**config.mk**
```make
export PLATFORM = sky130hd
export DESIGN_NAME = lea_effective_address_unit
export DESIGN_NICKNAME = d
export VERILOG_FILES = /design/src/design/lea_pkg.sv /design/src/design/lea_front.sv /design/src/design/lea_cmd_fifo.sv /design/src/design/lea_back.sv /design/src/design/lea_effective_address_unit.sv
export SDC_FILE = /design/constraint.sdc
export NUM_CORES = 1
export LEC_CHECK = 0
export BUFFER_PORTS_ARGS = -buffer_cell sky130_fd_sc_hd__buf_2
export CAP_MARGIN = 20
export CORE_MARGIN = 10
export CORE_UTILIZATION = 25
export CTS_BUF_LIST = sky130_fd_sc_hd__clkbuf_16
export CTS_CLUSTER_SIZE = 25
export DETAILED_ROUTE_END_ITERATION = 7
export PLACE_DENSITY = 0.41
export SLEW_MARGIN = 20
export SYNTH_ARGS = -nofsm -noshare
export SYNTH_HDL_FRONTEND = slang
export SYNTH_SLANG_ARGS = --single-unit
```
**constraint.sdc**
```tcl
create_clock -name aclk -period 4.8 [get_ports aclk]
set_input_delay 0.48 -clock aclk [delete_from_list [all_inputs] [get_ports aclk]]
set_output_delay 0.48 -clock aclk [all_outputs]
set_load 0.005 [all_outputs]
```
**src/design/lea_pkg.sv**
```systemverilog
// Shared types, opcode constants and helpers for the LEA effective-address unit.
// No dependencies; used by every module in design/.
package lea_pkg;

    // Result status codes
    typedef enum logic [2:0] {
        ST_LEA    = 3'd0,
        ST_NOOP   = 3'd1,
        ST_UNHAND = 3'd2,
        ST_MOVEM  = 3'd3,
        ST_BADMOD = 3'd4
    } status_t;

    // Front decoder state: what the next stream word is
    typedef enum logic [1:0] {
        FS_OPCODE   = 2'd0,
        FS_EXT_HIGH = 2'd1,
        FS_EXT_LAST = 2'd2
    } front_state_t;

    // Command handed from the front to the back through the queue
    typedef struct packed {
        status_t     status;
        logic        use_reg;   // add An[src] to operand
        logic [2:0]  src;
        logic [2:0]  dest;
        logic [31:0] operand;
    } cmd_t;

    // Opcode patterns
    localparam logic [15:0] LEA_MASK    = 16'hF1C0;
    localparam logic [15:0] LEA_MATCH   = 16'h41C0;
    localparam logic [15:0] MOVEM_MASK  = 16'hFB80;
    localparam logic [15:0] MOVEM_MATCH = 16'h4880;
    localparam logic [15:0] OP_RESET    = 16'h4E70;
    localparam logic [15:0] OP_NOP      = 16'h4E71;
    localparam logic [15:0] OP_STOP     = 16'h4E72;
    localparam logic [15:0] OP_RTE      = 16'h4E73;
    localparam logic [15:0] OP_TRAPV    = 16'h4E76;
    localparam logic [15:0] OP_RTR      = 16'h4E77;

    // Addressing mode field values
    localparam logic [2:0] MODE_IND     = 3'd2;
    localparam logic [2:0] MODE_POSTINC = 3'd3;
    localparam logic [2:0] MODE_PREDEC  = 3'd4;
    localparam logic [2:0] MODE_DISP    = 3'd5;
    localparam logic [2:0] MODE_EXT     = 3'd7;
    localparam logic [2:0] REG_ABS_W    = 3'd0;
    localparam logic [2:0] REG_ABS_L    = 3'd1;
    localparam logic [2:0] REG_PC_DISP  = 3'd2;
    localparam logic [2:0] REG_FIRST_UNHAND = 3'd5;

    function automatic logic [31:0] sext16(input logic [15:0] w);
        sext16 = {{16{w[15]}}, w};
    endfunction

endpackage

```
**src/design/lea_front.sv**
```systemverilog
// Front end: takes stream words, tracks the program counter and extension words,
// and classifies each opcode into a command. Depends on lea_pkg.
module lea_front (
    input  logic              aclk,
    input  logic              aresetn,
    input  logic              cfg_valid,
    input  logic [31:0]       cfg_data,
    input  logic              s_tvalid,
    output logic              s_tready,
    input  logic [15:0]       s_tdata,
    input  logic              queue_full,
    output logic              push,
    output lea_pkg::cmd_t     push_cmd
);

    lea_pkg::front_state_t state_reg, state_next;
    logic [31:0] pc_reg, pc_next;
    logic [15:0] pending_reg, pending_next;
    logic [15:0] hold_reg, hold_next;
    logic [31:0] ext_addr_reg, ext_addr_next;

    logic        accept;
    logic [31:0] pc_inc;
    logic [2:0]  w_mode, w_reg, p_mode, p_reg;
    logic        emit;

    assign s_tready = !queue_full;
    assign accept   = s_tvalid && s_tready;
    assign pc_inc   = pc_reg + 32'd2;
    assign w_mode   = s_tdata[5:3];
    assign w_reg    = s_tdata[2:0];
    assign p_mode   = pending_reg[5:3];
    assign p_reg    = pending_reg[2:0];
    assign push     = accept && emit;

    // State and context registers
    always_ff @(posedge aclk) begin
        if (!aresetn) begin
            state_reg    <= lea_pkg::FS_OPCODE;
            pc_reg       <= 32'd0;
            pending_reg  <= 16'd0;
            hold_reg     <= 16'd0;
            ext_addr_reg <= 32'd0;
        end else begin
            state_reg    <= state_next;
            pc_reg       <= pc_next;
            pending_reg  <= pending_next;
            hold_reg     <= hold_next;
            ext_addr_reg <= ext_addr_next;
        end
    end

    // Decode and next state
    always_comb begin
        state_next    = state_reg;
        pc_next       = pc_reg;
        pending_next  = pending_reg;
        hold_next     = hold_reg;
        ext_addr_next = ext_addr_reg;
        emit          = 1'b0;
        push_cmd      = '{status: lea_pkg::ST_UNHAND, use_reg: 1'b0, src: 3'd0,
                          dest: 3'd0, operand: 32'd0};

        if (cfg_valid) begin
            pc_next = cfg_data;
        end

        if (accept) begin
            pc_next = pc_inc;
            case (state_reg)
                lea_pkg::FS_OPCODE: begin
                    emit = 1'b1;
                    if ((s_tdata & lea_pkg::LEA_MASK) == lea_pkg::LEA_MATCH) begin
                        pending_next = s_tdata;
                        case (w_mode)
                            lea_pkg::MODE_IND, lea_pkg::MODE_POSTINC,
                            lea_pkg::MODE_PREDEC: begin
                                push_cmd.status  = lea_pkg::ST_LEA;
                                push_cmd.use_reg = 1'b1;
                                push_cmd.src     = w_reg;
                                push_cmd.dest    = s_tdata[11:9];
                            end
                            lea_pkg::MODE_DISP: begin
                                emit          = 1'b0;
                                state_next    = lea_pkg::FS_EXT_LAST;
                                ext_addr_next = pc_inc;
                            end
                            lea_pkg::MODE_EXT: begin
                                if (w_reg == lea_pkg::REG_ABS_W ||
                                    w_reg == lea_pkg::REG_PC_DISP) begin
                                    emit          = 1'b0;
                                    state_next    = lea_pkg::FS_EXT_LAST;
                                    ext_addr_next = pc_inc;
                                end else if (w_reg == lea_pkg::REG_ABS_L) begin
                                    emit          = 1'b0;
                                    state_next    = lea_pkg::FS_EXT_HIGH;
                                    ext_addr_next = pc_inc;
                                end else if (w_reg >= lea_pkg::REG_FIRST_UNHAND) begin
                                    push_cmd.status = lea_pkg::ST_UNHAND;
                                end else begin
                                    push_cmd.status = lea_pkg::ST_BADMOD;
                                end
                            end
                            default: begin
                                push_cmd.status = lea_pkg::ST_BADMOD;
                            end
                        endcase
                    end else if ((s_tdata & lea_pkg::MOVEM_MASK) == lea_pkg::MOVEM_MATCH) begin
                        if (w_mode == lea_pkg::MODE_EXT &&
                            w_reg >= lea_pkg::REG_FIRST_UNHAND) begin
                            push_cmd.status = lea_pkg::ST_UNHAND;
                        end else begin
                            push_cmd.status = lea_pkg::ST_MOVEM;
                        end
                    end else if (s_tdata == lea_pkg::OP_RESET || s_tdata == lea_pkg::OP_NOP ||
                                 s_tdata == lea_pkg::OP_STOP  || s_tdata == lea_pkg::OP_RTE ||
                                 s_tdata == lea_pkg::OP_TRAPV || s_tdata == lea_pkg::OP_RTR) begin
                        push_cmd.status = lea_pkg::ST_NOOP;
                    end else begin
                        push_cmd.status = lea_pkg::ST_UNHAND;
                    end
                end
                lea_pkg::FS_EXT_HIGH: begin
                    hold_next  = s_tdata;
                    state_next = lea_pkg::FS_EXT_LAST;
                end
                lea_pkg::FS_EXT_LAST: begin
                    emit            = 1'b1;
                    state_next      = lea_pkg::FS_OPCODE;
                    push_cmd.status = lea_pkg::ST_LEA;
                    push_cmd.dest   = pending_reg[11:9];
                    if (p_mode == lea_pkg::MODE_DISP) begin
                        push_cmd.use_reg = 1'b1;
                        push_cmd.src     = p_reg;
                        push_cmd.operand = lea_pkg::sext16(s_tdata);
                    end else if (p_reg == lea_pkg::REG_ABS_W) begin
                        push_cmd.operand = lea_pkg::sext16(s_tdata);
                    end else if (p_reg == lea_pkg::REG_ABS_L) begin
                        push_cmd.operand = {hold_reg, s_tdata};
                    end else begin
                        push_cmd.operand = ext_addr_reg + lea_pkg::sext16(s_tdata);
                    end
                end
                default: begin
                    state_next = lea_pkg::FS_OPCODE;
                end
            endcase
        end
    end

    // Extension states are only entered from an LEA opcode
    a_ext_pending_lea: assert property (@(posedge aclk) disable iff (!aresetn)
        state_reg != lea_pkg::FS_OPCODE |->
            (pending_reg & lea_pkg::LEA_MASK) == lea_pkg::LEA_MATCH)
        else $error("extension state without a pending LEA");

    // High-word state only for absolute long
    a_high_abs_long: assert property (@(posedge aclk) disable iff (!aresetn)
        state_reg == lea_pkg::FS_EXT_HIGH |->
            p_mode == lea_pkg::MODE_EXT && p_reg == lea_pkg::REG_ABS_L)
        else $error("high-word state for a mode other than absolute long");

    // A request is queued only when the queue has room
    a_push_room: assert property (@(posedge aclk) disable iff (!aresetn)
        push |-> !queue_full)
        else $error("push into a full queue");

endmodule

```
**src/design/lea_cmd_fifo.sv**
```systemverilog
// Short command queue between the front decoder and the back end.
// Depends on lea_pkg for the command type.
module lea_cmd_fifo #(
    parameter int DEPTH = 2
) (
    input  logic          aclk,
    input  logic          aresetn,
    input  logic          push,
    input  lea_pkg::cmd_t push_cmd,
    input  logic          pop,
    output lea_pkg::cmd_t head_cmd,
    output logic          empty,
    output logic          full
);

    localparam int PTR_W = (DEPTH > 1) ? $clog2(DEPTH) : 1;
    localparam int CNT_W = $clog2(DEPTH + 1);
    localparam logic [PTR_W-1:0] LAST_PTR = PTR_W'(DEPTH - 1);
    localparam logic [CNT_W-1:0] FULL_CNT = CNT_W'(DEPTH);

    lea_pkg::cmd_t    store_reg [DEPTH];
    logic [PTR_W-1:0] wr_ptr_reg, rd_ptr_reg;
    logic [CNT_W-1:0] count_reg;

    assign empty    = (count_reg == '0);
    assign full     = (count_reg == FULL_CNT);
    assign head_cmd = store_reg[rd_ptr_reg];

    // Entry storage
    always_ff @(posedge aclk) begin
        if (push) begin
            store_reg[wr_ptr_reg] <= push_cmd;
        end
    end

    // Pointers and fill count
    always_ff @(posedge aclk) begin
        if (!aresetn) begin
            wr_ptr_reg <= '0;
            rd_ptr_reg <= '0;
            count_reg  <= '0;
        end else begin
            if (push) begin
                wr_ptr_reg <= (wr_ptr_reg == LAST_PTR) ? '0 : wr_ptr_reg + 1'b1;
            end
            if (pop) begin
                rd_ptr_reg <= (rd_ptr_reg == LAST_PTR) ? '0 : rd_ptr_reg + 1'b1;
            end
            if (push && !pop) begin
                count_reg <= count_reg + 1'b1;
            end else if (pop && !push) begin
                count_reg <= count_reg - 1'b1;
            end
        end
    end

    a_count_bound: assert property (@(posedge aclk) disable iff (!aresetn)
        count_reg <= FULL_CNT)
        else $error("queue count exceeds depth");

    a_no_pop_empty: assert property (@(posedge aclk) disable iff (!aresetn)
        pop |-> !empty)
        else $error("pop from an empty queue");

    a_push_grows: assert property (@(posedge aclk) disable iff (!aresetn)
        push && !pop |=> count_reg == $past(count_reg) + 1'b1)
        else $error("queue count did not follow a push");

endmodule

```
**src/design/lea_back.sv**
```systemverilog
// Back end: holds the address registers, forms the effective address,
// writes An and drives the registered result. Depends on lea_pkg.
module lea_back (
    input  logic              aclk,
    input  logic              aresetn,
    input  lea_pkg::cmd_t     head_cmd,
    input  logic              queue_empty,
    output logic              pop,
    output logic              m_tvalid,
    input  logic              m_tready,
    output logic [39:0]       m_tdata,
    output logic [2:0]        m_tuser
);

    logic [31:0]      an_reg [8];
    logic [31:0]      ea;
    logic             m_valid_reg;
    lea_pkg::status_t m_status_reg;
    logic [2:0]       m_dst_reg;
    logic [31:0]      m_value_reg;

    // Take a command whenever the output register is free or being drained
    assign pop = !queue_empty && (!m_valid_reg || m_tready);
    assign ea  = head_cmd.use_reg ? (an_reg[head_cmd.src] + head_cmd.operand)
                                  : head_cmd.operand;

    assign m_tvalid = m_valid_reg;
    assign m_tuser  = m_status_reg;
    assign m_tdata  = {5'd0, m_value_reg, m_dst_reg};

    // Address register file
    always_ff @(posedge aclk) begin
        if (!aresetn) begin
            for (int i = 0; i < 8; i++) begin
                an_reg[i] <= 32'd0;
            end
        end else if (pop && head_cmd.status == lea_pkg::ST_LEA) begin
            an_reg[head_cmd.dest] <= ea;
        end
    end

    // Result valid flag
    always_ff @(posedge aclk) begin
        if (!aresetn) begin
            m_valid_reg <= 1'b0;
        end else if (pop) begin
            m_valid_reg <= 1'b1;
        end else if (m_tready) begin
            m_valid_reg <= 1'b0;
        end
    end

    // Result payload
    always_ff @(posedge aclk) begin
        if (pop) begin
            m_status_reg <= head_cmd.status;
            m_dst_reg    <= head_cmd.dest;
            m_value_reg  <= ea;
        end
    end

    a_nonlea_zero: assert property (@(posedge aclk) disable iff (!aresetn)
        m_valid_reg && m_status_reg != lea_pkg::ST_LEA |->
            m_dst_reg == 3'd0 && m_value_reg == 32'd0)
        else $error("non-LEA result with nonzero register or address");

    a_lea_written: assert property (@(posedge aclk) disable iff (!aresetn)
        pop && head_cmd.status == lea_pkg::ST_LEA |=> an_reg[m_dst_reg] == m_value_reg)
        else $error("LEA result does not match the written register");

    a_pop_valid: assert property (@(posedge aclk) disable iff (!aresetn)
        pop |=> m_valid_reg)
        else $error("command taken but no result shown");

endmodule

```
**src/design/lea_effective_address_unit.sv**
```systemverilog
// LEA effective-address unit: one 16-bit instruction word accepted per cycle,
// sustained, while the result side keeps up. A result is queued, then registered,
// after the word completing it (opcode or last extension) is accepted; the command
// queue plus the output register absorb result-side stalls. Reset (aresetn low,
// synchronous) clears An0-An7, the PC (to 0), decoder state and the queue.
// Depends on lea_pkg, lea_front, lea_cmd_fifo, lea_back.
module lea_effective_address_unit #(
    parameter int QUEUE_DEPTH = 2
) (
    input  logic        aclk,
    input  logic        aresetn,
    // start_pc write channel
    input  logic        cfg_valid,
    output logic        cfg_ready,
    input  logic [31:0] cfg_data,
    // instruction words
    input  logic        s_tvalid,
    output logic        s_tready,
    input  logic [15:0] s_tdata,    // [15:0] instruction_word
    // results
    output logic        m_tvalid,
    input  logic        m_tready,
    output logic [39:0] m_tdata,    // [2:0] dest_an, [34:3] address_value, rest zero
    output logic [2:0]  m_tuser     // [2:0] status
);

    logic          push, pop, q_empty, q_full;
    lea_pkg::cmd_t push_cmd, head_cmd;

    assign cfg_ready = 1'b1;

    lea_front u_front (
        .aclk       (aclk),
        .aresetn    (aresetn),
        .cfg_valid  (cfg_valid),
        .cfg_data   (cfg_data),
        .s_tvalid   (s_tvalid),
        .s_tready   (s_tready),
        .s_tdata    (s_tdata),
        .queue_full (q_full),
        .push       (push),
        .push_cmd   (push_cmd)
    );

    lea_cmd_fifo #(
        .DEPTH (QUEUE_DEPTH)
    ) u_queue (
        .aclk     (aclk),
        .aresetn  (aresetn),
        .push     (push),
        .push_cmd (push_cmd),
        .pop      (pop),
        .head_cmd (head_cmd),
        .empty    (q_empty),
        .full     (q_full)
    );

    lea_back u_back (
        .aclk        (aclk),
        .aresetn     (aresetn),
        .head_cmd    (head_cmd),
        .queue_empty (q_empty),
        .pop         (pop),
        .m_tvalid    (m_tvalid),
        .m_tready    (m_tready),
        .m_tdata     (m_tdata),
        .m_tuser     (m_tuser)
    );

endmodule
```
# ---- Yosys cells after proc, flatten, opt, wreduce, memory -nomap -nowiden
# Memories as Yosys holds them, arrays and structs flattened. A register that Yosys moved wholly into a read port is not among the register bits.
# Cells that the tools add are included.
dict set report totals {
  output_inout_bits 46
  mem_count 2
  wordCells 131
  regBits 137
  mem_bits_rw 340
}
dict set report op_classes {
  n_addsub 7
  eq_ne 24
  n_reduce_logical 34
  n_lt_le_gt_ge 1
  mux 51
}
# name depth word_bits rd rd_clocked_by_memory_dff write_ports line_no
set mem_list {}
lappend mem_list {u_back.an_reg 8 32 1 0 8 lea_back.sv:15} ;# logic [31:0] an_reg [8];
lappend mem_list {u_queue.store_reg 2 42 1 1 1 lea_cmd_fifo.sv:21} ;# lea_pkg::cmd_t store_reg [DEPTH];
# op count
set ops {}
lappend ops {{two-way mux 32 bit} 10}
lappend ops {{equality test 16 x 15 -> 1 bit (second input constant)} 6}
lappend ops {{adder 32 bit} 2}
lappend ops {{one-hot mux 32 bit (2 select lines)} 1}
lappend ops {{two-way mux 42 bit} 1}
lappend ops {{adder 32 x 2 -> 32 bit (second input constant)} 1}
lappend ops {{OR reduction 32 bit} 1}
lappend ops {{one-hot mux 10 bit (2 select lines)} 1}
lappend ops {{two-way mux 1 bit} 18}
lappend ops {{two-way mux 3 bit} 5}
lappend ops {{two-way mux 2 bit} 7}
lappend ops {{two-way mux 7 bit} 2}
lappend ops {{equality test 3 bit (second input constant)} 4}
lappend ops {{equality test 3 x 2 -> 1 bit (second input constant)} 3}
lappend ops {{zero test 3 bit} 3}
lappend ops {{one-hot mux 3 bit (3 select lines)} 1}
lappend ops {{equality test 8 x 7 -> 1 bit (second input constant)} 1}
lappend ops {{one-hot mux 2 bit (2 select lines)} 2}
lappend ops {{nonzero test 2 bit} 4}
lappend ops {{equality test 7 x 6 -> 1 bit (second input constant)} 1}
lappend ops {{logical AND 1 bit} 7}
lappend ops {{logical OR 1 bit} 7}
lappend ops {{equality test 3 x 1 -> 1 bit (second input constant)} 2}
lappend ops {{zero test 1 bit} 5}
lappend ops {{18 further kinds} 22}

# ---- Longest topological paths before layout
# Gate-level depths: netlist of the first run.
dict set report depth {
  word_depth 12
  depth_mapped 19
  mapped_depth_nobuf 15
}

# ---- Hierarchy
# Synthesis of the first run repeated with hierarchy kept, for this count alone.
dict set report unflattened {
  hier_cells 2199
  hier_area_um2 24903.9
}
# module instances seq_area_each_um2 area_per_inst_um2 cells_per_inst
set modules_own_cells {}
lappend modules_own_cells {lea_back 1 8848.5 14965.6 1144}
lappend modules_own_cells {lea_front 1 1821.7 6682.7 900}
lappend modules_own_cells {lea_cmd_fifo 1 2622.5 3244.4 153}
lappend modules_own_cells {lea_effective_address_unit 1 0.0 11.3 2}

# ---- Least setup slack after synthesis of the first run
# OpenSTA, ideal clock, no wires.
dict set report synth_path {
  path_type {reg2reg}
  from {register with a tool-made name}
  to {memory u_back.an_reg[0][30] (data pin)}
  period_less_slack_ns 4.769
  setup_ns 0.272
  stages_incl_launch_ff 16
  arrival_time_ns 4.497
  n_path_buf 2
  slack_ns 0.031
  t_required_ns 4.528
  path_cell_list {dfxtp_1 -> buf_2 -> mux2i_2 -> buf_2 -> mux4_2 -> mux2_2 -> ha_1 -> a211oi_1 -> o21ai_0 -> o221a_2 -> nor3_1 -> o211ai_1 -> o31ai_1 -> mux2_2 -> a211oi_2 -> nor2_1}
}
# item line_no
set synth_lines {}
lappend synth_lines {{end: declaration} lea_back.sv:15}

==> results of run 1 <==
[cells by family (layout without fill, tap and decap cells)]
family / after synthesis / in the layout / synth area share, %
other: 2 / 7 / 0.0313
buffers and inverters: 189 / 353 / 3.15
and+or+nand+nor: 735 / 735 / 13.4
xor gates and xnor gates: 67 / 67 / 2.45
adders and majority gates: 68 / 68 / 3.61
muxes: 163 / 163 / 10.5
DFF: 475 / 475 / 55.4
AOI/OAI and AO/OA: 410 / 410 / 11.4
[critical path, cell delays in order (launching register included)]
cell      delay (ns)
edfxtp_1        0.42
mux2i_4         0.25
buf_12          0.20
buf_16          0.19
mux4_2          0.51
mux2_2          0.28
ha_1            0.34
a21oi_1         0.13
o21ai_0         0.10
o221a_2         0.28
nor3_1          0.18
buf_4           0.17
o211ai_1        0.16
o31ai_1         0.32
mux2_2          0.40
a211oi_4        0.22
buf_4           0.18
nor2_1          0.05
[final cells by class]
class / instances / area, um2 / share of cell area, %
clock buffers: 56 / 1400 / 4.95
repair buffers: 182 / 1270 / 4.50
well taps: 1265 / 1580 / 5.59
flip-flops and latches: 475 / 13300 / 47.0
diodes: 1 / 2.50 / 0.00884
clock inverters: 42 / 409 / 1.45
multi-input cells: 1449 / 10100 / 35.5
inverters: 73 / 275 / 0.973
[routing by layer]
| layer | wire, um | share of wire, % | track usage, % | up-vias |
|---|---|---|---|---|
| met5 | 146 | 0.20 | 0 | - |
| met4 | 1370 | 1.8 | 3.05 | 24 |
| met3 | 3910 | 5.2 | 2.67 | 108 |
| met2 | 34900 | 47 | 21.8 | 410 |
| met1 | 34200 | 46 | 17.8 | 8374 |
| li1 | - | - | - | 8024 |
[path summary, 6_finish.rpt]
check / from / to / slack [ns] / depth (start not counted)
hold reg to reg: u_front.hold_reg[4] / u_front.hold_reg[4] / 0.46 / 2
setup / recovery: u_queue.store_reg[0][35] / u_back.an_reg[0][30] / 0.13 / 17
setup reg to reg: u_queue.store_reg[0][35] / u_back.an_reg[0][30] / 0.13 / 17
hold / removal: cfg_data[5] / u_front.pc_reg[5] / 0.1 / 3
[power groups by stage]
stage | clock network [uW] | logic (uW) | registers, uW
floorplan | 0 | 3400 | 5170
global placement | 0 | 5350 | 5200
detailed placement | 0 | 5380 | 5210
CTS | 4410 | 5400 | 5120
global route | 4560 | 6040 | 5150
finish | 4270 | 5520 | 5110
[layout by cell type, fill, tap and decap left out, types with 63 or more instances in the layout]
| cell type | count |
|---|---|
| buf_4 | 78 |
| dfxtp_1 | 96 |
| buf_2 | 92 |
| edfxtp_1 | 378 |
| ha_1 | 64 |
| nand2_1 | 163 |
| mux4_2 | 63 |
| a21oi_1 | 115 |
| mux2_2 | 64 |
| inv_1 | 79 |
| nor2_1 | 390 |
| o21ai_0 | 64 |
[per-stage QoR]
stage | power, uW | cells | hold slack (ns) | TNS, ns
after floorplan | 8560 | 2113 | 0.433 | 0
final | 14900 | 3543 | 0.0966 | 0
after global routing | 15800 | 3542 | 0.0913 | -0.0863
after detailed placement | 10600 | 3427 | 0.451 | 0
after CTS | 14900 | 3525 | 0.0545 | 0
after global placement | 10600 | 3427 | 0.447 | 0
[what timing repair did]
| item | 4_1_cts | 5_1_grt |
|---|---|---|
| gates resized for setup | 0 | 12 |
| setup endpoints to repair | 0 | 17 |
| setup buffers | 0 | 13 |
==> metrics.md, run 1 <==
| Metric | Value |
|---|---|
| DRT iter0 DRCs | `between 900 and 1k` |
| Combinational power share | `a little under two fifths` |
| Die Area | `around 110000 um2` |
| Initial core utilization | `25.2%` |
| Cell Pwr Density | `527 nW/um2` |
| Post-synth EDFFs | `~380` |
| Total Routed Length | `around 75 mm` |
| CP Launch Type | `register` |
| Max FFs per register | `around 260` |
| # nets final | `roughly 2.4k` |
| CTS tree | `done` |
| Syn Inst Count | `roughly 2.1k` |
| Psw | `5270 uW` |
| GRT Util Overall | `about an eighth` |
| Leakage Power | `~0.011 uW` |
| Share of cells above drive strength 1 | `about a fifth` |
| Post-synth top area share | `approximately 47%` |
| Synth cell types | `80` |
| Initial antenna violation count | `15` |
| Rows | `roughly 110` |
| Via density | `approximately 4.8` |
| RSZ-0062 raised after global routing | `yes` |
| Post-DP HPWL | `roughly 48 mm` |
| Vias | `~17k` |
| CTS sink count | `475` |
| DP Area | `26200 um2` |
| Crit path arrival time | `5.01 ns` |
| Filler Cells Inserted | `just under 10k` |
| Post-layout util | `just under 30%` |
| Register share of total power | `34.3%` |
| WP data required | `between 5 and 6 ns` |
| Skew final | `~0.031 ns` |
| Cts bufs inserted | `between 50 and 60` |
| Syn-to-layout area delta | `18.0%` |
| Chip Height | `between 300 and 400 um` |
| Minimum clock period | `about 4.7 ns` |
| Setup crit end kind | `register` |
| Worst Hold Class | `in2reg` |
| DRT Pass-1 Iters | `5` |
| DIE WIDTH | `between 300 and 400 um` |
| Ys flop type | `edfxtp_1` |
| Maximum net fanout on the critical path | `15` |
| Worst vdd rail ir drop | `approximately 0.29 mV` |
| I/O Buffers | `a little over 90` |
| Post-route ant nets | `0` |
| Count leader, synth | `nor2_1` |
| Crit path kind | `reg2reg` |
| DRC Markers | `0` |
| First-pass GRT wire length | `110 mm` |
| FMAX | `roughly 210 MHz` |
| Post-Syn Area | `roughly 24000 um2` |
| Endpoints failing setup | `0` |
| Most common library cells after synthesis | `394 x nor2_1, 378 x edfxtp_1, 163 x nand2_1` |
| Yosys top cell by area | `edfxtp_1` |
| Final WS setup | `roughly 0.13 ns` |
| Status | `complete, no violations` |
| Synth warn | `0` |
| Ports | `99` |
| Clock Power Share | `28.6%` |
| Largest net degree at the start of global routing | `66` |
| Clk root buf | `clkbuf_16` |
| Detail-routed net length per standard cell | `between 20 and 25 um` |
| Reg clk slew, reported paths | `~0.06 ns` |
| Final hold viol count | `0` |
| Mean post-synth cell area | `between 10 and 15 um2` |
| Relative slew slack | `between 30 and 40%` |
| #FFs+latches synth | `approximately 480` |
| Period Utilization, post-route | `97.2%` |
| RD Place Congestion | `between 0.8 and 0.9` |
| Vias in the first global route | `about 17k` |
| CTS H-tree lvls | `2` |
| Max_cap viols | `0` |
| Internal power | `roughly 9600 uW` |
| Post-synth ARST share | `0%` |
| Worst skew pair latency | `around 0.63 ns` |
| Sequential area share after synthesis | `55.4%` |
| Fin. max-slew vios | `0` |
| Top cells by area, synth | `edfxtp_1 47%, dfxtp_1 8.1%, nor2_1 6.2%` |
| Place WS | `about 0.24 ns` |
| Clock buffer depth | `3` |
| Grt total ovfl | `0` |
| Core area | `between 90000 and 100000 um2` |
| Hold Buf Count CTS | `0` |
| Sw Ratio | `35.4%` |
| Finished Cell Area | `about 28000 um2` |
| Least-Margin Pin Slew | `0.984 ns` |
Power figures use the tool's default switching activity.
==> run 2: changes to the inputs <==
Settings changed: CTS_BUF_LIST sky130_fd_sc_hd__clkbuf_16 to default, MAX_ROUTING_LAYER from default to met4.
==> metrics.md, run 2 (same netlist as run 1, synthesis figures left out) <==
| Metric | Value |
|---|---|
| Status | `complete, no violations` |
| Clock buffer depth | `3 (unchanged)` |
| First-pass GRT wire length | `110 mm (about the same)` |
| Rows | `113 (unchanged)` |
| Most common cell after layout, fill and taps aside | `nor2_1` |
| Skew final | `0.0336 ns (+0.00249 ns)` |
| Cell Pwr Density | `529 nW/um2 (+0.41%)` |
| Max FFs per register | `256 (unchanged)` |
| Grt total ovfl | `0 (unchanged)` |
| RSZ-0062 raised after global routing | `yes` |
| Setup crit end kind | `register` |
| FF/Latch Area | `13300 um2 (unchanged)` |
| Crit path arrival time | `4.99 ns (-0.02 ns)` |
| Filler Cells Inserted | `9752 (-0.092%)` |
| Cts bufs inserted | `55 (unchanged)` |
| Crit path buf inv count | `4 (unchanged)` |
| DP Area | `26200 um2 (unchanged)` |
| Least-Margin Pin Slew | `0.974 ns (-0.0104 ns)` |
| FMAX | `215 MHz (+0.35%)` |
| Worst Hold Class | `in2reg` |
| # nets final | `2357 (unchanged)` |
| Crit path max-delay family | `multiplexers` |
| Most frequent cells in the layout | `390 x nor2_1, 378 x edfxtp_1, 163 x nand2_1` |
| Register-to-register path setup slack | `0.15 ns (+0.02 ns)` |
| DRC Markers | `0 (unchanged)` |
| Chip Height | `330 um (unchanged)` |
| RD Place Congestion | `0.836 (+1.4%)` |
| Core area | `95200 um2 (unchanged)` |
| Max_cap viols | `0 (unchanged)` |
| Hold Path Depth | `3 (unchanged)` |
| DIE WIDTH | `330 um (unchanged)` |
| Minimum clock period | `4.65 ns (-0.0162 ns)` |
| CTS sink count | `475 (unchanged)` |
| Detail-routed net length per standard cell | `21.0 um (-0.19%)` |
| Maximum net fanout on the critical path | `15 (unchanged)` |
| Ports | `99 (unchanged)` |
| Slowest stage delay, CP | `0.50 ns (about the same)` |
| Via density | `4.76 (-0.40%)` |
| Initial antenna violation count | `15 (unchanged)` |
| Reg clk slew, reported paths | `0.06 ns (about the same)` |
| Worst hold endpoint | `u_front.pc_reg[5]` |
| Crit-path cells | `mux2i_4 > buf_12 > buf_16 > mux4_2 > mux2_2 > ha_1 > a21oi_1 > o21ai_0 > o221a_2 > nor3_1 > buf_4 > o211ai_1 > o31ai_1 > mux2_2 > a211oi_4 > buf_4 > nor2_1` |
| Final hold viol count | `0 (unchanged)` |
| Post-route ant nets | `0 (unchanged)` |
| Initial core utilization | `25.2% (unchanged)` |
| WP data required | `5.14 ns (about the same)` |
| Endpoints failing setup | `0 (unchanged)` |
| Worst vdd rail ir drop | `0.298 mV (+1.2%)` |
| Place WS | `0.241 ns (unchanged)` |
| Syn-to-layout area delta | `18.3%` |
| Crit path kind | `reg2reg` |
| Post-DP HPWL | `47.8 mm (unchanged)` |
| Vias | `16.9k (-0.089%)` |
| Setup tns final | `0 ns (unchanged)` |
| Share of cells above drive strength 1 | `19.1% (+0.18 points)` |
| Power Total | `15000 uW (+0.64%)` |
| Relative slew slack | `34.8% (+0.69 points)` |
| Clk root buf | `clkbuf_16` |
| Fin. max-slew vios | `0 (unchanged)` |
| CTS H-tree lvls | `2 (unchanged)` |
| Die Area | `109000 um2 (unchanged)` |
| Post-layout util | `29.8% (+0.071 points)` |
| CTS tree | `done` |
| DRT iter0 DRCs | `1073 (+8.6%)` |
| Final WS setup | `0.151 ns (+0.0162 ns)` |
| GRT Util Overall | `13.7% (+0.41 points)` |
| Vias in the first global route | `17.2k (-0.21%)` |
| Largest net degree at the start of global routing | `66 (unchanged)` |
| Multi-input gate area | `10100 um2 (unchanged)` |
| Period Utilization, post-route | `96.9% (-0.34 points)` |
| Leakage Power | `0.0106 uW (about the same)` |
| Finished Cell Area | `28400 um2 (+0.24%)` |
| Worst skew pair latency | `0.63 ns (about the same)` |
| FF-to-FF Start | `u_queue.store_reg[0][35]` |
| R2r endpoint | `u_back.an_reg[2][30]` |
| I/O Buffers | `92 (unchanged)` |
| Hold_sp | `cfg_data[5]` |
| DRT Pass-1 Iters | `5 (unchanged)` |
| Worst Reg-to-Reg Cells | `17 (unchanged)` |
| Total Routed Length | `74.6 mm (+0.12%)` |
| Worst path slowest cell | `mux4_2` |
| CP Launch Type | `register` |
==> run 2: cell types whose count changed in the layout (fill, tap and decap cells not counted), sizes merged <==
cell,before,now
clkbuf,59,71
clkinv,25,21
diode,1,12
inv,81,73
==> run 2: stage by stage <==
stage / std cells / hold WS [ns]
detailed placement: 3427 / 0.451
floorplan: 2113 / 0.433
global route: 3554 / 0.0915
global placement: 3427 / 0.447
finish: 3554 / 0.0938
CTS: 3525 / 0.0547
==> run 2: area by class of cell <==
class	count	area share (%)
tap	1265	5.58
sequential	475	46.9
clock inverter	30	1.28
multi-input combinational	1449	35.5
inverter	73	0.970
antenna	12	0.106
clock buffer	68	5.24
timing repair buffer	182	4.49
==> run 2: worst max-delay path by stage <==
stage          cells past startpoint                     start                    to  slack [ns]
6_report                          17  u_queue.store_reg[0][35]  u_back.an_reg[2][30]        0.15
5_1_grt                           17                  register  u_back.an_reg[0][30]       -0.04
4_1_cts                           16                  register  u_back.an_reg[1][31]        0.21
3_5_place_dp                      16                  register  u_back.an_reg[1][31]        0.24
3_3_place_gp                      18                  register  u_back.an_reg[3][25]        0.24
2_1_floorplan                     15                  register  u_back.an_reg[0][30]        0.03
==> run 2: report_power, final <==
group	internal [uW]	switching, uW
Combinational	2190	3340
Sequential	4950	158
Clock	2570	1790
==> run 2: routing by layer <==
layer,up-vias,track usage [%],wire [um]
li1,8032,-,-
met1,8387,17.9,34500
met2,423,21.8,35000
met3,83,2.57,3920
met4,0,2.98,1280
met5,-,-,0
==> run 2: repair_timing <==
action / in CTS / in global routing
buffers inserted: 0 / 13
hold endpoints to repair: 0 / 0
endpoints found under the setup margin: 0 / 17
hold buffers: 0 / 0
gates resized for setup: 0 / 12
==> run 2: worst min-delay path: stages <==
cell and delay [ns]:
buf_2 0.07, a21oi_1 0.05, nor2_1 0.07
